File: src/hw/rtl/srrjf_pkg.sv
// Package: shared types and constants of the sensor rate/range/jump filter.
`timescale 1ns / 1ps

package srrjf_pkg;

  typedef enum logic [1:0] {
    MODE_RATE     = 2'd0,
    MODE_RANGE    = 2'd1,
    MODE_COMBINED = 2'd2,
    MODE_JUMP     = 2'd3
  } mode_e;

  localparam int unsigned CFG_IDX_W  = 3;
  localparam int unsigned CFG_DATA_W = 32;

  localparam logic [CFG_IDX_W-1:0] REG_FILTER_MODE = 3'd0;
  localparam logic [CFG_IDX_W-1:0] REG_RATE_LIMIT  = 3'd1;
  localparam logic [CFG_IDX_W-1:0] REG_UPPER_LIMIT = 3'd2;
  localparam logic [CFG_IDX_W-1:0] REG_JUMP_LIMIT  = 3'd3;
  localparam logic [CFG_IDX_W-1:0] REG_GAP_LIMIT   = 3'd4;
  localparam logic [CFG_IDX_W-1:0] REG_GAP_RESET   = 3'd5;

  localparam logic [15:0] RATE_LIMIT_RST  = 16'd200;
  localparam logic [15:0] UPPER_LIMIT_RST = 16'd10500;
  localparam logic [15:0] JUMP_LIMIT_RST  = 16'd500;
  localparam logic [31:0] GAP_LIMIT_RST   = 32'd960;

  typedef struct packed {
    mode_e       filter_mode;
    logic [15:0] rate_limit;
    logic [15:0] upper_limit;
    logic [15:0] jump_limit;
    logic [31:0] gap_limit;
    logic        gap_reset_enable;
  } cfg_t;

  typedef struct packed {
    logic fault;
    logic anomaly;
    logic ref_upd;
    logic jump_valid;
  } res_flags_t;

endpackage

File: src/hw/rtl/sensor_rate_range_jump_filter_core.sv
// Top level: sensor fault filter with input register, reference state and result register.
//
//   channel | direction | handshake                 | payload
//   --------+-----------+---------------------------+-------------------------------------
//   in      | request   | in_valid_i / in_ready_o   | temperature, timestamp, sample_valid
//   out     | result    | out_valid_o / out_ready_i | fault_flag, sample_anomaly,
//           |           |                           | reference_updated, jump_value, jump_valid
//   cfg     | write     | cfg_valid_i / cfg_ready_o | cfg_index_i, cfg_data_i
//
// One request per cycle sustained while the output does not stall.
// The evaluation sits between the input register and the result register and
// updates the reference in the same cycle the result register loads.
// An output stall holds the result; one more request is taken into the input register.
// Reset clears the reference and loads the configuration defaults.
`timescale 1ns / 1ps

module sensor_rate_range_jump_filter_core
  import srrjf_pkg::*;
#(
  parameter int unsigned TEMP_WIDTH = 16,
  parameter int unsigned TIME_WIDTH = 32
) (
  input  logic                         clk_i,
  input  logic                         rst_ni,
  input  logic                         in_valid_i,
  output logic                         in_ready_o,
  input  logic signed [TEMP_WIDTH-1:0] temperature_i,
  input  logic [TIME_WIDTH-1:0]        timestamp_i,
  input  logic                         sample_valid_i,
  output logic                         out_valid_o,
  input  logic                         out_ready_i,
  output logic                         fault_flag_o,
  output logic                         sample_anomaly_o,
  output logic                         reference_updated_o,
  output logic signed [TEMP_WIDTH:0]   jump_value_o,
  output logic                         jump_valid_o,
  input  logic                         cfg_valid_i,
  output logic                         cfg_ready_o,
  input  logic [CFG_IDX_W-1:0]         cfg_index_i,
  input  logic [CFG_DATA_W-1:0]        cfg_data_i
);

  cfg_t cfg;

  logic                         s1_valid_q;
  logic signed [TEMP_WIDTH-1:0] s1_temp_q;
  logic [TIME_WIDTH-1:0]        s1_time_q;
  logic                         s1_sv_q;
  logic                         s1_adv;
  logic                         s1_fire;
  logic                         in_fire;

  logic                         has_ref_q;
  logic signed [TEMP_WIDTH-1:0] ref_temp_q;
  logic [TIME_WIDTH-1:0]        ref_time_q;

  res_flags_t                   flags;
  logic signed [TEMP_WIDTH:0]   jump;

  logic                         out_valid_q;
  res_flags_t                   out_flags_q;
  logic signed [TEMP_WIDTH:0]   out_jump_q;

  srrjf_cfg_regs u_cfg (
    .clk_i,
    .rst_ni,
    .cfg_valid_i,
    .cfg_ready_o,
    .cfg_index_i,
    .cfg_data_i,
    .cfg_o (cfg)
  );

  srrjf_eval #(
    .TEMP_WIDTH (TEMP_WIDTH),
    .TIME_WIDTH (TIME_WIDTH)
  ) u_eval (
    .cfg_i          (cfg),
    .temp_i         (s1_temp_q),
    .time_i         (s1_time_q),
    .sample_valid_i (s1_sv_q),
    .has_ref_i      (has_ref_q),
    .ref_temp_i     (ref_temp_q),
    .ref_time_i     (ref_time_q),
    .flags_o        (flags),
    .jump_o         (jump)
  );

  assign s1_adv     = !out_valid_q || out_ready_i;
  assign s1_fire    = s1_valid_q && s1_adv;
  assign in_ready_o = !s1_valid_q || s1_adv;
  assign in_fire    = in_valid_i && in_ready_o;

  always_ff @(posedge clk_i or negedge rst_ni) begin
    if (!rst_ni) begin
      s1_valid_q  <= 1'b0;
      out_valid_q <= 1'b0;
      has_ref_q   <= 1'b0;
      ref_temp_q  <= '0;
      ref_time_q  <= '0;
    end else begin
      if (in_ready_o) begin
        s1_valid_q <= in_valid_i;
      end
      if (s1_adv) begin
        out_valid_q <= s1_valid_q;
      end
      if (s1_fire && flags.ref_upd) begin
        has_ref_q  <= 1'b1;
        ref_temp_q <= s1_temp_q;
        ref_time_q <= s1_time_q;
      end
    end
  end

  always_ff @(posedge clk_i) begin
    if (in_fire) begin
      s1_temp_q <= temperature_i;
      s1_time_q <= timestamp_i;
      s1_sv_q   <= sample_valid_i;
    end
    if (s1_fire) begin
      out_flags_q <= flags;
      out_jump_q  <= jump;
    end
  end

  assign out_valid_o         = out_valid_q;
  assign fault_flag_o        = out_flags_q.fault;
  assign sample_anomaly_o    = out_flags_q.anomaly;
  assign reference_updated_o = out_flags_q.ref_upd;
  assign jump_value_o        = out_jump_q;
  assign jump_valid_o        = out_flags_q.jump_valid;

  a_jump_implies_update: assert property (@(posedge clk_i) disable iff (!rst_ni)
    out_valid_o && jump_valid_o |-> reference_updated_o && !sample_anomaly_o)
    else $error("jump reported without reference update");

  a_jump_zero: assert property (@(posedge clk_i) disable iff (!rst_ni)
    out_valid_o && !jump_valid_o |-> jump_value_o == '0)
    else $error("jump value nonzero while not valid");

  a_anomaly_no_update: assert property (@(posedge clk_i) disable iff (!rst_ni)
    out_valid_o |-> !(sample_anomaly_o && reference_updated_o))
    else $error("anomaly and reference update together");

  a_ref_sticky: assert property (@(posedge clk_i) disable iff (!rst_ni)
    has_ref_q |=> has_ref_q)
    else $error("reference lost");

  a_ready_only_on_stall: assert property (@(posedge clk_i) disable iff (!rst_ni)
    !in_ready_o |-> s1_valid_q && out_valid_q && !out_ready_i)
    else $error("input stalled without output backpressure");

endmodule

File: src/hw/rtl/srrjf_cfg_regs.sv
// Configuration register file of the filter.
`timescale 1ns / 1ps

module srrjf_cfg_regs
  import srrjf_pkg::*;
(
  input  logic                  clk_i,
  input  logic                  rst_ni,
  input  logic                  cfg_valid_i,
  output logic                  cfg_ready_o,
  input  logic [CFG_IDX_W-1:0]  cfg_index_i,
  input  logic [CFG_DATA_W-1:0] cfg_data_i,
  output cfg_t                  cfg_o
);

  cfg_t cfg_q;

  assign cfg_ready_o = 1'b1;
  assign cfg_o       = cfg_q;

  always_ff @(posedge clk_i or negedge rst_ni) begin
    if (!rst_ni) begin
      cfg_q.filter_mode      <= MODE_RATE;
      cfg_q.rate_limit       <= RATE_LIMIT_RST;
      cfg_q.upper_limit      <= UPPER_LIMIT_RST;
      cfg_q.jump_limit       <= JUMP_LIMIT_RST;
      cfg_q.gap_limit        <= GAP_LIMIT_RST;
      cfg_q.gap_reset_enable <= 1'b1;
    end else if (cfg_valid_i) begin
      unique case (cfg_index_i)
        REG_FILTER_MODE: cfg_q.filter_mode      <= mode_e'(cfg_data_i[1:0]);
        REG_RATE_LIMIT:  cfg_q.rate_limit       <= cfg_data_i[15:0];
        REG_UPPER_LIMIT: cfg_q.upper_limit      <= cfg_data_i[15:0];
        REG_JUMP_LIMIT:  cfg_q.jump_limit       <= cfg_data_i[15:0];
        REG_GAP_LIMIT:   cfg_q.gap_limit        <= cfg_data_i[31:0];
        REG_GAP_RESET:   cfg_q.gap_reset_enable <= cfg_data_i[0];
        default: ;
      endcase
    end
  end

endmodule

File: src/hw/rtl/srrjf_eval.sv
// Single-pass evaluation of one sample against the stored reference.
`timescale 1ns / 1ps

module srrjf_eval
  import srrjf_pkg::*;
#(
  parameter int unsigned TEMP_WIDTH = 16,
  parameter int unsigned TIME_WIDTH = 32
) (
  input  cfg_t                         cfg_i,
  input  logic signed [TEMP_WIDTH-1:0] temp_i,
  input  logic [TIME_WIDTH-1:0]        time_i,
  input  logic                         sample_valid_i,
  input  logic                         has_ref_i,
  input  logic signed [TEMP_WIDTH-1:0] ref_temp_i,
  input  logic [TIME_WIDTH-1:0]        ref_time_i,
  output res_flags_t                   flags_o,
  output logic signed [TEMP_WIDTH:0]   jump_o
);

  localparam int unsigned JW = TEMP_WIDTH + 1;
  localparam int unsigned LW = JW + 4;
  localparam int unsigned CW = (TEMP_WIDTH > 16) ? TEMP_WIDTH : 16;
  localparam int unsigned KW = (JW > 16) ? JW : 16;
  localparam int unsigned DW = (TIME_WIDTH > LW) ? TIME_WIDTH : LW;
  localparam int unsigned GW = (TIME_WIDTH > 32) ? TIME_WIDTH : 32;
  localparam int unsigned PW = LW + 16;

  logic signed [15:0]    upper_s;
  logic signed [CW-1:0]  temp_c;
  logic signed [CW-1:0]  upper_c;
  logic                  over_upper;
  logic signed [JW-1:0]  jump;
  logic [JW-1:0]         mag;
  logic [LW-1:0]         lhs;
  logic [TIME_WIDTH-1:0] dt;
  logic [DW-1:0]         dt_ext;
  logic [PW-1:0]         prod;
  logic                  rate_flag;
  logic                  jump_flag;
  logic                  gap_long;
  logic                  time_back;

  assign upper_s    = cfg_i.upper_limit;
  assign temp_c     = CW'(temp_i);
  assign upper_c    = CW'(upper_s);
  assign over_upper = ((cfg_i.filter_mode == MODE_RANGE) ||
                       (cfg_i.filter_mode == MODE_COMBINED)) && (temp_c > upper_c);

  assign jump = JW'(temp_i) - JW'(ref_temp_i);
  assign mag  = jump[JW-1] ? JW'(-jump) : JW'(jump);
  assign lhs  = {mag, 4'b0000};

  assign time_back = (time_i <= ref_time_i);
  assign dt        = time_i - ref_time_i;
  assign dt_ext    = DW'(dt);
  assign gap_long  = GW'(dt) > GW'(cfg_i.gap_limit);

  // dt is at most lhs whenever the product matters, so its low LW bits suffice
  assign prod = PW'(cfg_i.rate_limit) * PW'(dt_ext[LW-1:0]);

  always_comb begin
    if (cfg_i.rate_limit == '0) begin
      rate_flag = (lhs != '0);
    end else if (dt_ext > DW'(lhs)) begin
      rate_flag = 1'b0;
    end else begin
      rate_flag = PW'(lhs) > prod;
    end
  end

  assign jump_flag = KW'(mag) > KW'(cfg_i.jump_limit);

  always_comb begin
    flags_o = '0;
    jump_o  = '0;
    if (!sample_valid_i) begin
      flags_o.anomaly = 1'b1;
    end else if (!has_ref_i) begin
      flags_o.fault   = over_upper;
      flags_o.ref_upd = 1'b1;
    end else if (time_back) begin
      flags_o.fault   = over_upper;
      flags_o.anomaly = 1'b1;
    end else begin
      flags_o.ref_upd = 1'b1;
      if (gap_long && cfg_i.gap_reset_enable) begin
        flags_o.fault = over_upper;
      end else begin
        case (cfg_i.filter_mode)
          MODE_RATE:     flags_o.fault = rate_flag;
          MODE_RANGE:    flags_o.fault = over_upper;
          MODE_COMBINED: flags_o.fault = over_upper || rate_flag;
          MODE_JUMP:     flags_o.fault = jump_flag;
        endcase
        flags_o.jump_valid = 1'b1;
        jump_o             = jump;
      end
    end
  end

endmodule

File: config.mk
export PLATFORM = sky130hd
export DESIGN_NAME = sensor_rate_range_jump_filter_core
export DESIGN_NICKNAME = d
export VERILOG_FILES = /design/src/hw/rtl/srrjf_pkg.sv /design/src/hw/rtl/sensor_rate_range_jump_filter_core.sv /design/src/hw/rtl/srrjf_cfg_regs.sv /design/src/hw/rtl/srrjf_eval.sv
export SDC_FILE = /design/constraint.sdc
export NUM_CORES = 1
export LEC_CHECK = 0
export BUFFER_PORTS_ARGS = -buffer_cell sky130_fd_sc_hd__buf_2
export CORE_ASPECT_RATIO = 1.5
export CORE_UTILIZATION = 45
export CTS_CLUSTER_SIZE = 14
export DETAILED_ROUTE_END_ITERATION = 16
export GPL_ROUTABILITY_DRIVEN = 0
export MAX_ROUTING_LAYER = met4
export SETUP_SLACK_MARGIN = 0.02
export SLEW_MARGIN = 40
export SYNTH_ARGS = -nofsm -noshare
export SYNTH_HDL_FRONTEND = slang
export SYNTH_SLANG_ARGS = --single-unit
File: constraint.sdc
create_clock -name clk_i -period 9.1 [get_ports clk_i]
set_input_delay 0.91 -clock clk_i [delete_from_list [all_inputs] [get_ports clk_i]]
set_output_delay 0.91 -clock clk_i [all_outputs]
set_load 0.05 [all_outputs]
==> results.yml, run 1 <==
run_status:
  run_status: "completed"
setup_path:
  cp.arrival_ns: 9.22
  critical_path.most_common_cell: "fa_1"
  cp-start-kind: "register"
  crit_path_start: "s1_time_q[7]$_DFFE_PP_"
  worstSetupPathType: "register to register"
  critPathMaxStageDelay_ns: 0.59
  crit_slowest_cell: "xnor2_2"
  crit_required_ns: 9.50
  rr_startpoint: "s1_time_q[7]$_DFFE_PP_"
  cp_max_fo: 8
  setup.worst_path.end_class: "register"
sta:
  fmax_mhz: 113
  rsz0062_at_grt: "yes"
  setup_viol: 0
  worst_slew_pin_slew_ns: 0.801
  hold_violations: 0
  fin_skew_ns: 0.0265
  drv_slew: 0
  fin_crit_ns: 8.83
  slew_headroom_pct: 46.6
  fin_crit_sh_pct: 97.0
  holdWs_ns: 0.412
logic_synthesis:
  synth_nets: 3236
  netlist_instances: 2620
  yosys.area.top_type: "fa_1"
  async_flop_share_pct: 65.7
  ys_seq_area_share_pct: 22.6
  ys_seq_elements: 204
  yosysUniqueCellTypes: 82
  synth.area.top_cells: "fa_1 (22%), ha_1 (13%), dfrtp_1 (12%)"
  yosysWarnings: 0
  syn_avg_cell_area_um2: 9.25
  ys_top_cells_by_count: "inv_1 (450), nand2_1 (303), fa_1 (266)"
  ys.flop_type: "dfrtp_1"
  synth_top_area_share_pct: 22.0
  syn_area_mm2: 0.0242
  synth.most_common_cell: "inv_1"
  synth_edf_count: 70
drt:
  first_pass_iters: 5
  wl_per_cell_um: 19.8
  wl_mm: 68.6
  dr.first_iter.drc_count: 867
  via_count: 19200
  routed_via_density: 5.53
  drtAntennaViolNets: 0
  drc: 0
clocking:
  postCtsHoldBufs: 0
  cts_tree: "done"
  cts_buffers: 20
  root_buffer: "clkbuf_16"
  cts.clk_slew.worst_paths_ns: 0.07
  clock_sinks: 204
  htree_levels: 1
  clockBufferDepth: 3
  clkLatencyLatePin_ns: 0.52
grt:
  grt_pass1_wl_mm: 109
  grt_remaining_overflow: 0
  grt_usage_pct: 26.6
  grt_max_degree: 85
  antenna_found_initial: 1
  grt_pass1_vias: 20500
die:
  io_pins: 113
  rows: 103
  dieArea_mm2: 0.0548
  die_w_um: 191
  die_h_um: 286
  core_area_mm2: 0.0530
  start_util_pct: 45.8
final_layout:
  final_util_pct: 51.5
  layout-drive-gt1-share_pct: 16.3
  layout.nets: 3386
  area_growth_pct: 12.7
run:
  maxCapViolCount: 0
placed_design:
  dpl.hpwl_mm: 55.4
  portBuffers: 111
worst_hold_path:
  min_path_type: "input port to asynchronous set/reset pin"
-- timing repair --
action,in CTS,in global routing
buffers inserted,1,17
resized for setup,6,91
pin swaps,5,54
setup endpoints to repair,1,1
-- state kept, by name (all words and copies together) (netlist names) --
| register | cells |
|---|---|
| u_cfg.cfg_o | 83 |
| jump_valid_o | 1 |
| reference_updated_o | 1 |
| s1_sv_q | 1 |
| has_ref_q | 1 |
| s1_temp_q | 16 |
| sample_anomaly_o | 1 |
| out_valid_o | 1 |
| jump_value_o | 17 |
| s1_valid_q | 1 |
| ref_temp_q | 16 |
| ref_time_q | 32 |
| s1_time_q | 32 |
| fault_flag_o | 1 |
-- path summary, 6_finish.rpt --
path | to | slack, ns | cells past startpoint
min in group clk_i | out_valid_o$_DFFE_PN0P_ | 0.50 | 1
min | u_cfg.cfg_o[49]$_DFFE_PN0P_ | 0.41 | 1
max in group asynchronous | ref_time_q[12]$_DFFE_PN0P_ | 7.43 | 2
max | fault_flag_o$_SDFFCE_PN0P_ | 0.27 | 35
min reg2reg | out_valid_o$_DFFE_PN0P_ | 0.50 | 1
max reg2reg | fault_flag_o$_SDFFCE_PN0P_ | 0.27 | 35
-- routing by layer --
layer | track usage, % | routed length (um) | vias to the layer above
met2 | 47.3 | 35900 | 516
met4 | 13.0 | 4020 | 0
met5 | - | 0 | -
met3 | 2.16 | 2700 | 207
met1 | 29.6 | 26000 | 9560
li1 | - | - | 8873
-- placed cells by master (no fill, tap or decap), types with 15 or more instances in the layout --
| cell type | n |
|---|---|
| clkbuf_16 | 22 |
| nor2_1 | 91 |
| and3_1 | 20 |
| dfrtp_1 | 116 |
| xnor2_1 | 43 |
| and2_1 | 157 |
| ha_1 | 246 |
| a21o_1 | 41 |
| buf_4 | 101 |
| nor2b_1 | 36 |
| nand4_1 | 31 |
| mux2_2 | 83 |
| edfxtp_1 | 70 |
| nand2_1 | 299 |
| fa_1 | 262 |
| a21oi_1 | 106 |
| o211ai_1 | 17 |
| inv_1 | 442 |
| nand2b_1 | 15 |
| buf_2 | 110 |
| nand3_1 | 31 |
| o21ai_0 | 112 |
| xor2_1 | 22 |
| dfstp_2 | 18 |
| nor3_1 | 22 |
-- critical path: cells and delay by family (launching register included) --
family	cells	cell delay (ns)
xor gates and xnor gates	2	0.71
and+or+nand+nor	15	2.36
AOI/OAI and AO/OA	5	0.88
buffers and inverters	4	0.25
adders and majority gates	9	4.09
DFF	1	0.43
-- stage by stage --
| step | setup WS (ns) | TNS [ns] | instance area [um2] | std cells |
|---|---|---|---|---|
| final | 0.273 | 0 | 27300 | 3467 |
| after global routing | -0.214 | -0.214 | 27300 | 3467 |
| after CTS | 0.0276 | 0 | 26800 | 3449 |
| after detailed placement | -0.229 | -0.229 | 26100 | 3412 |
| after global placement | 0.0452 | 0 | 26000 | 3410 |
| after floorplan | 0.183 | 0 | 24200 | 2620 |
-- area by class of cell --
| class | instances | area [um2] |
|---|---|---|
| fillers | 4865 | 25700 |
| diodes | 1 | 2.50 |
| inverters | 450 | 1690 |
| clock buffers | 29 | 607 |
| repair buffers | 225 | 1510 |
| multi-input cells | 1869 | 17100 |
| clock inverters | 7 | 60.1 |
| flip-flops and latches | 204 | 5480 |
| well taps | 682 | 853 |
-- kinds of logic after synthesis --
kind of cell,synth area share [%]
compound gates,10.5
flops,22.6
buf+inv,8.67
xor+xnor,2.85
simple gates,15.9
fa+ha+maj,35.5
mux,3.98
other cells,0.0155
Power of run 1 is not shown: default switching activity piles up to over one toggle a cycle in this logic, so the estimate is an artifact.
==> run 2: changes to the inputs <==
--- a/config.mk
+++ b/config.mk
@@ -11,7 +11,9 @@
 export CTS_CLUSTER_SIZE = 14
 export DETAILED_ROUTE_END_ITERATION = 16
 export GPL_ROUTABILITY_DRIVEN = 0
+export HOLD_SLACK_MARGIN = 0.03
 export MAX_ROUTING_LAYER = met4
+export RECOVER_POWER = 25
 export SETUP_SLACK_MARGIN = 0.02
 export SLEW_MARGIN = 40
 export SYNTH_ARGS = -nofsm -noshare
==> run 2 against run 1 <==
Compared with the run above:
- the flow now finishes with violations (capacitance limit, slew limit)
- fmax is 0.29% lower
- sequential share of layout area hardly changed
- core utilization hardly changed
- via count is 0.28% higher
- critical path depth stayed put
- routed wire length hardly changed
- non-clock buffer count stayed put
- final area hardly changed
==> results.yml, run 2 (synthesis gave the netlist of run 1 again) <==
sta:
  worst_slew_pin_slew_ns: 4.69
  setup_viol: 0
  fmax_mhz: 113
  hold_violations: 0
  fin_skew_ns: 0.0259
  rsz0062_at_grt: "yes"
  drv_slew: 85
  fin_crit_sh_pct: 97.3
  fin_crit_ns: 8.85
  fin_tns_setup_ns: 0
  slew_headroom_pct: -213
die:
  dieArea_mm2: 0.0548
  start_util_pct: 45.8
  rows: 103
  die_w_um: 191
  io_pins: 113
  die_h_um: 286
  core_area_mm2: 0.0530
setup_path:
  cp-start-kind: "register"
  critPathMaxStageDelay_ns: 0.60
  worstSetupPathType: "register to register"
  setup.worst_path.end_class: "register"
  crit_slowest_cell: "xnor2_2"
  critical_path.most_common_cell: "fa_1"
  cp_top_family: "adder cells"
  cp_max_fo: 8
  worst-path-buf-inv: 4
  cp.arrival_ns: 9.25
  crit_required_ns: 9.49
clocking:
  root_buffer: "clkbuf_16"
  htree_levels: 1
  cts_tree: "done"
  clock_sinks: 204
  clockBufferDepth: 3
  cts.clk_slew.worst_paths_ns: 0.07
  clkLatencyLatePin_ns: 0.52
  cts_buffers: 20
drt:
  first_pass_iters: 5
  drc: 0
  wl_mm: 68.6
  dr.first_iter.drc_count: 870
  drtAntennaViolNets: 0
  wl_per_cell_um: 19.8
  routed_via_density: 5.54
  via_count: 19200
final_layout:
  layout.nets: 3386
  layout-drive-gt1-share_pct: 16.1
  final_common_cell: "inv_1"
  final_cell_mix: "inv_1 (442), nand2_1 (299), fa_1 (262)"
  n_fill_cell: 4872
  largest_reg_flops: 83
  final_util_pct: 51.5
  area_growth_pct: 12.6
placed_design:
  portBuffers: 111
  dpl.hpwl_mm: 55.4
grt:
  use_met2_pct: 47.3
  grt_max_degree: 85
  grt_usage_pct: 26.6
  grtUsageMet3_pct: 2.16
  top_usage_layer: "met2"
  use_met1_pct: 29.6
  antenna_found_initial: 1
  grt_pass1_vias: 20500
  grt_pass1_wl_mm: 109
  grt_remaining_overflow: 0
worst_hold_path:
  min_path_type: "register to register"
run_status:
  violations: "capacitance limit, slew limit"
  run_status: "finished, violations left"
run:
  maxCapViolCount: 1
[run 2: cell count changes in the layout (fill, tap and decap cells not counted), sizes merged]
cell    before  now
clkbuf      30   36
buf        224  218
[run 2: layer usage]
metal	share of wire, %	up-vias
met5	0	-
met4	5.8	0
met3	4.1	208
met2	52	544
met1	38	9579
li1	-	8879
[run 2: final timing paths]
path                                         from                           to  slack (ns)  cells past startpoint
setup / recovery           s1_time_q[7]$_DFFE_PP_   fault_flag_o$_SDFFCE_PN0P_        0.25                     35
hold / removal              has_ref_q$_DFFE_PN0P_        has_ref_q$_DFFE_PN0P_        0.50                      2
setup reg to reg           s1_time_q[7]$_DFFE_PP_   fault_flag_o$_SDFFCE_PN0P_        0.25                     35
hold reg to reg             has_ref_q$_DFFE_PN0P_        has_ref_q$_DFFE_PN0P_        0.50                      2
max in group asynchronous                  rst_ni   u_cfg.cfg_o[1]$_DFFE_PN0P_        4.38                      1
min in group asynchronous                  rst_ni  u_cfg.cfg_o[49]$_DFFE_PN0P_        2.05                      1
[run 2: final cells by class]
type	instances	area, um2	share of cell area, %
clock buffer	29	607	2.22
clock inverter	7	60.1	0.220
antenna	1	2.50	0.00917
inverter	450	1690	6.19
tap	682	853	3.13
multi-input combinational	1869	17100	62.7
timing repair buffer	225	1500	5.48
sequential	204	5480	20.1
[run 2: through the flow]
stage                     instance area (um2)  cells  worst slack [ns]  hold slack, ns
after detailed placement                26100   3412            -0.229           0.485
after global placement                  26000   3410            0.0452           0.470
after floorplan                         24200   2620             0.183           0.448
after global routing                    27300   3467            -0.214           0.516
after CTS                               26800   3449            0.0276           0.483
final                                   27300   3467             0.247           0.499
[run 2: what timing repair did]
action	CTS	global route
setup endpoints to repair	1	1
hold buffers	0	0
setup buffers	1	17
pin swaps	5	54
resized for setup	6	91
hold endpoints to repair	0	0
[run 2: worst register-to-register path: cells and delay by family (launching register included)]
family,cells,cell delay [ns]
compound gates,5,0.88
xor+xnor,2,0.72
fa+ha+maj,9,4.10
buf+inv,4,0.25
flops,1,0.43
simple gates,15,2.34
Power of run 2 is left out for the same reason.
==> run 3: changes to the inputs <==
--- a/config.mk
+++ b/config.mk
@@ -5,6 +5,7 @@
 export SDC_FILE = /design/constraint.sdc
 export NUM_CORES = 1
 export LEC_CHECK = 0
+export ABC_AREA = 1
 export BUFFER_PORTS_ARGS = -buffer_cell sky130_fd_sc_hd__buf_2
 export CORE_ASPECT_RATIO = 1.5
 export CORE_UTILIZATION = 45
==> constraint.sdc (replaced) <==
create_clock -name clk_i -period 9.1 [get_ports clk_i]
set_input_delay 0.91 -clock clk_i [delete_from_list [all_inputs] [get_ports clk_i]]
set_output_delay 0.91 -clock clk_i [all_outputs]
set_load 0.01 [all_outputs]
==> run 3 against run 2 <==
Compared with the run above:
- core utilization shrank 1.7 points
- sequential share of layout area grew 0.10 points
- fmax grew 3.3%
- critical path type unchanged
- flip-flop and latch count is the same
- die area grew 2.2%
- largest cell class unchanged
- synthesized area grew 2.2%
- highest routed layer unchanged
- the run still ends with capacitance limit, slew limit left
==> results.yml, run 3 <==
sta:
  fmax_mhz: 117
  slew_headroom_pct: -113
  setup_viol: 0
  fin_crit_ns: 8.57
  holdWs_ns: 0.483
  hold_violations: 0
  fin_tns_setup_ns: 0
  rsz0062_at_grt: "no"
  fin_crit_sh_pct: 94.2
  worst_slew_pin_slew_ns: 3.19
  drv_slew: 53
  fin_skew_ns: 0.0432
logic_synthesis:
  ys_top_cells_by_count: "nand2_1 (723), inv_1 (635), nor2_1 (394)"
  synth-compound-area-share_pct: 8.52
  ys_seq_area_share_pct: 22.1
  yosysUniqueCellTypes: 54
  ys.flop_type: "dfrtp_1"
  syn_avg_cell_area_um2: 7.73
  synth_nets: 3821
  ys_seq_elements: 204
  synth.most_common_cell: "nand2_1"
  netlist_instances: 3205
  synth_top_family_by_area: "adder cells"
  synth.area.top_cells: "fa_1 (21%), ha_1 (13%), dfrtp_1 (12%)"
  yosysWarnings: 0
  synth_edf_count: 70
  yosys.area.top_type: "fa_1"
  synthAdderAreaFrac_pct: 34.7
  syn_area_mm2: 0.0248
  synthSimpleGateAreaFrac_pct: 22.0
  muxShareOfSynthArea_pct: 0
  synthXorXnorAreaFrac_pct: 1.51
  async_flop_share_pct: 65.7
  synth_top_area_share_pct: 21.5
worst_hold_path:
  worstHoldStart: "u_cfg.cfg_o[47]$_DFFE_PN0P_"
  hold_end: "u_cfg.cfg_o[47]$_DFFE_PN0P_"
  hold_depth: 2
  min_path_type: "register to register"
final_layout:
  layout-drive-gt1-share_pct: 9.55
  diodes: 0
  final_cell_mix: "nand2_1 (716), inv_1 (630), nor2_1 (394)"
  area_growth_pct: 9.55
  final_common_cell: "nand2_1"
  regArea_mm2: 0.00548
  layout.nets: 3953
  stdcell_count: 4045
  n_fill_cell: 5276
  final_util_pct: 49.8
  multi_input_area_mm2: 0.0166
  largest_reg_flops: 83
setup_path:
  r2r_slack_ns: 0.53
  crit_required_ns: 9.40
  critical_path.most_common_cell: "nand2_1"
  rr_endpoint: "fault_flag_o$_SDFFCE_PN0P_"
  cp-start-kind: "register"
  cp.arrival_ns: 8.86
  cp_top_family: "adder cells"
  worst-path-buf-inv: 6
  critPathMaxStageDelay_ns: 0.56
  setup.worst_path.end_class: "register"
  r2r_cells: 41
  cp_max_fo: 9
  rr_startpoint: "ref_time_q[0]$_DFFE_PN0P_"
  worstSetupPathType: "register to register"
  crit_slowest_cell: "fa_1"
run:
  maxCapViolCount: 1
drt:
  routed_via_density: 5.35
  wl_per_cell_um: 19.0
  dr.first_iter.drc_count: 1374
  first_pass_iters: 6
  drtAntennaViolNets: 0
  drc: 0
  via_count: 21700
  wl_mm: 76.9
grt:
  grt_pass1_wl_mm: 120
  antenna_found_initial: 0
  grt_pass1_vias: 22500
  grt_max_degree: 98
  grt_remaining_overflow: 0
  grt_usage_pct: 28.7
run_status:
  run_status: "finished, violations left"
  violations: "capacitance limit, slew limit"
clocking:
  cts_buffers: 20
  htree_levels: 1
  root_buffer: "clkbuf_16"
  cts.clk_slew.worst_paths_ns: 0.07
  clockBufferDepth: 3
  postCtsHoldBufs: 0
  cts_tree: "done"
  clock_sinks: 204
  clkLatencyLatePin_ns: 0.55
die:
  die_w_um: 194
  start_util_pct: 45.4
  dieArea_mm2: 0.0560
  rows: 105
  die_h_um: 289
  core_area_mm2: 0.0545
  io_pins: 113
placed_design:
  place_inst: 4003
  dpl.hpwl_mm: 63.8
  portBuffers: 111
run 3: changes by cell type in the layout (fill, tap and decap cells not counted), moves of 19 or more:
cell     previous run  this run
and3_1             20         0
mux2_2             83         0
a21oi_2             6        32
nand2_2             4        23
nor2_1             91       394
a21o_1             41         6
and2_1            157         1
xnor2_1            43        17
nor2b_1            36         1
a21oi_1           106       157
buf_4             101        56
inv_1             442       630
nand3_1            31       107
nand2_1           299       716
run 3: layout make-up:
cell class | instances | area share [%]
Timing Repair Buffer | 174 | 3.96
Clock buffer | 28 | 2.11
Multi-Input combinational cell | 2280 | 61.2
Clock inverter | 7 | 0.198
Sequential cell | 204 | 20.2
Inverter | 657 | 9.15
Tap cell | 695 | 3.20
run 3: cells by family (layout without fill, tap and decap cells):
group / after synthesis / count (layout)
simple gates: 1341 / 1341
buf+inv: 721 / 866
fa+ha+maj: 527 / 527
compound gates: 369 / 369
flops: 204 / 204
xor+xnor: 42 / 42
other cells: 1 / 1
run 3: layer usage:
| layer | up-vias | GRT usage (%) | wire (um) |
|---|---|---|---|
| li1 | 10200 | - | - |
| met1 | 10400 | 30.2 | 27800 |
| met2 | 807 | 52.4 | 39900 |
| met3 | 267 | 2.25 | 3760 |
| met4 | 0 | 17.8 | 5460 |
| met5 | - | - | 0 |
run 3: how the worst max path moves through the flow:
stage / from / end / cells after the start
final: ref_time_q[0]$_DFFE_PN0P_ / fault_flag_o$_SDFFCE_PN0P_ / 41
after global routing: s1_time_q[0]$_DFFE_PP_ / fault_flag_o$_SDFFCE_PN0P_ / 45
after CTS: ref_time_q[0]$_DFFE_PN0P_ / fault_flag_o$_SDFFCE_PN0P_ / 41
after detailed placement: ref_time_q[0]$_DFFE_PN0P_ / fault_flag_o$_SDFFCE_PN0P_ / 43
after global placement: s1_time_q[6]$_DFFE_PP_ / fault_flag_o$_SDFFCE_PN0P_ / 42
after floorplan: ref_time_q[0]$_DFFE_PN0P_ / fault_flag_o$_SDFFCE_PN0P_ / 45
run 3: tightest hold or removal path, cell delays in order, from the launching register on:
cell and delay (ns):
dfrtp_1 0.34, nand2_1 0.05, o21ai_0 0.06
run 3: metrics by stage:
stage                     setup slack (ns)  instance area, um2
final                                0.531               27100
after global routing                0.0379               27100
after global placement               0.344               26400
after detailed placement             0.198               26400
after floorplan                       1.06               24800
after CTS                            0.209               27000
run 3: repair_timing:
item	in CTS	in global routing
setup endpoints to repair	0	1
buffers inserted	0	6
gates resized for setup	0	19
hold endpoints to repair	0	0
Power of run 3 is left out for the same reason.
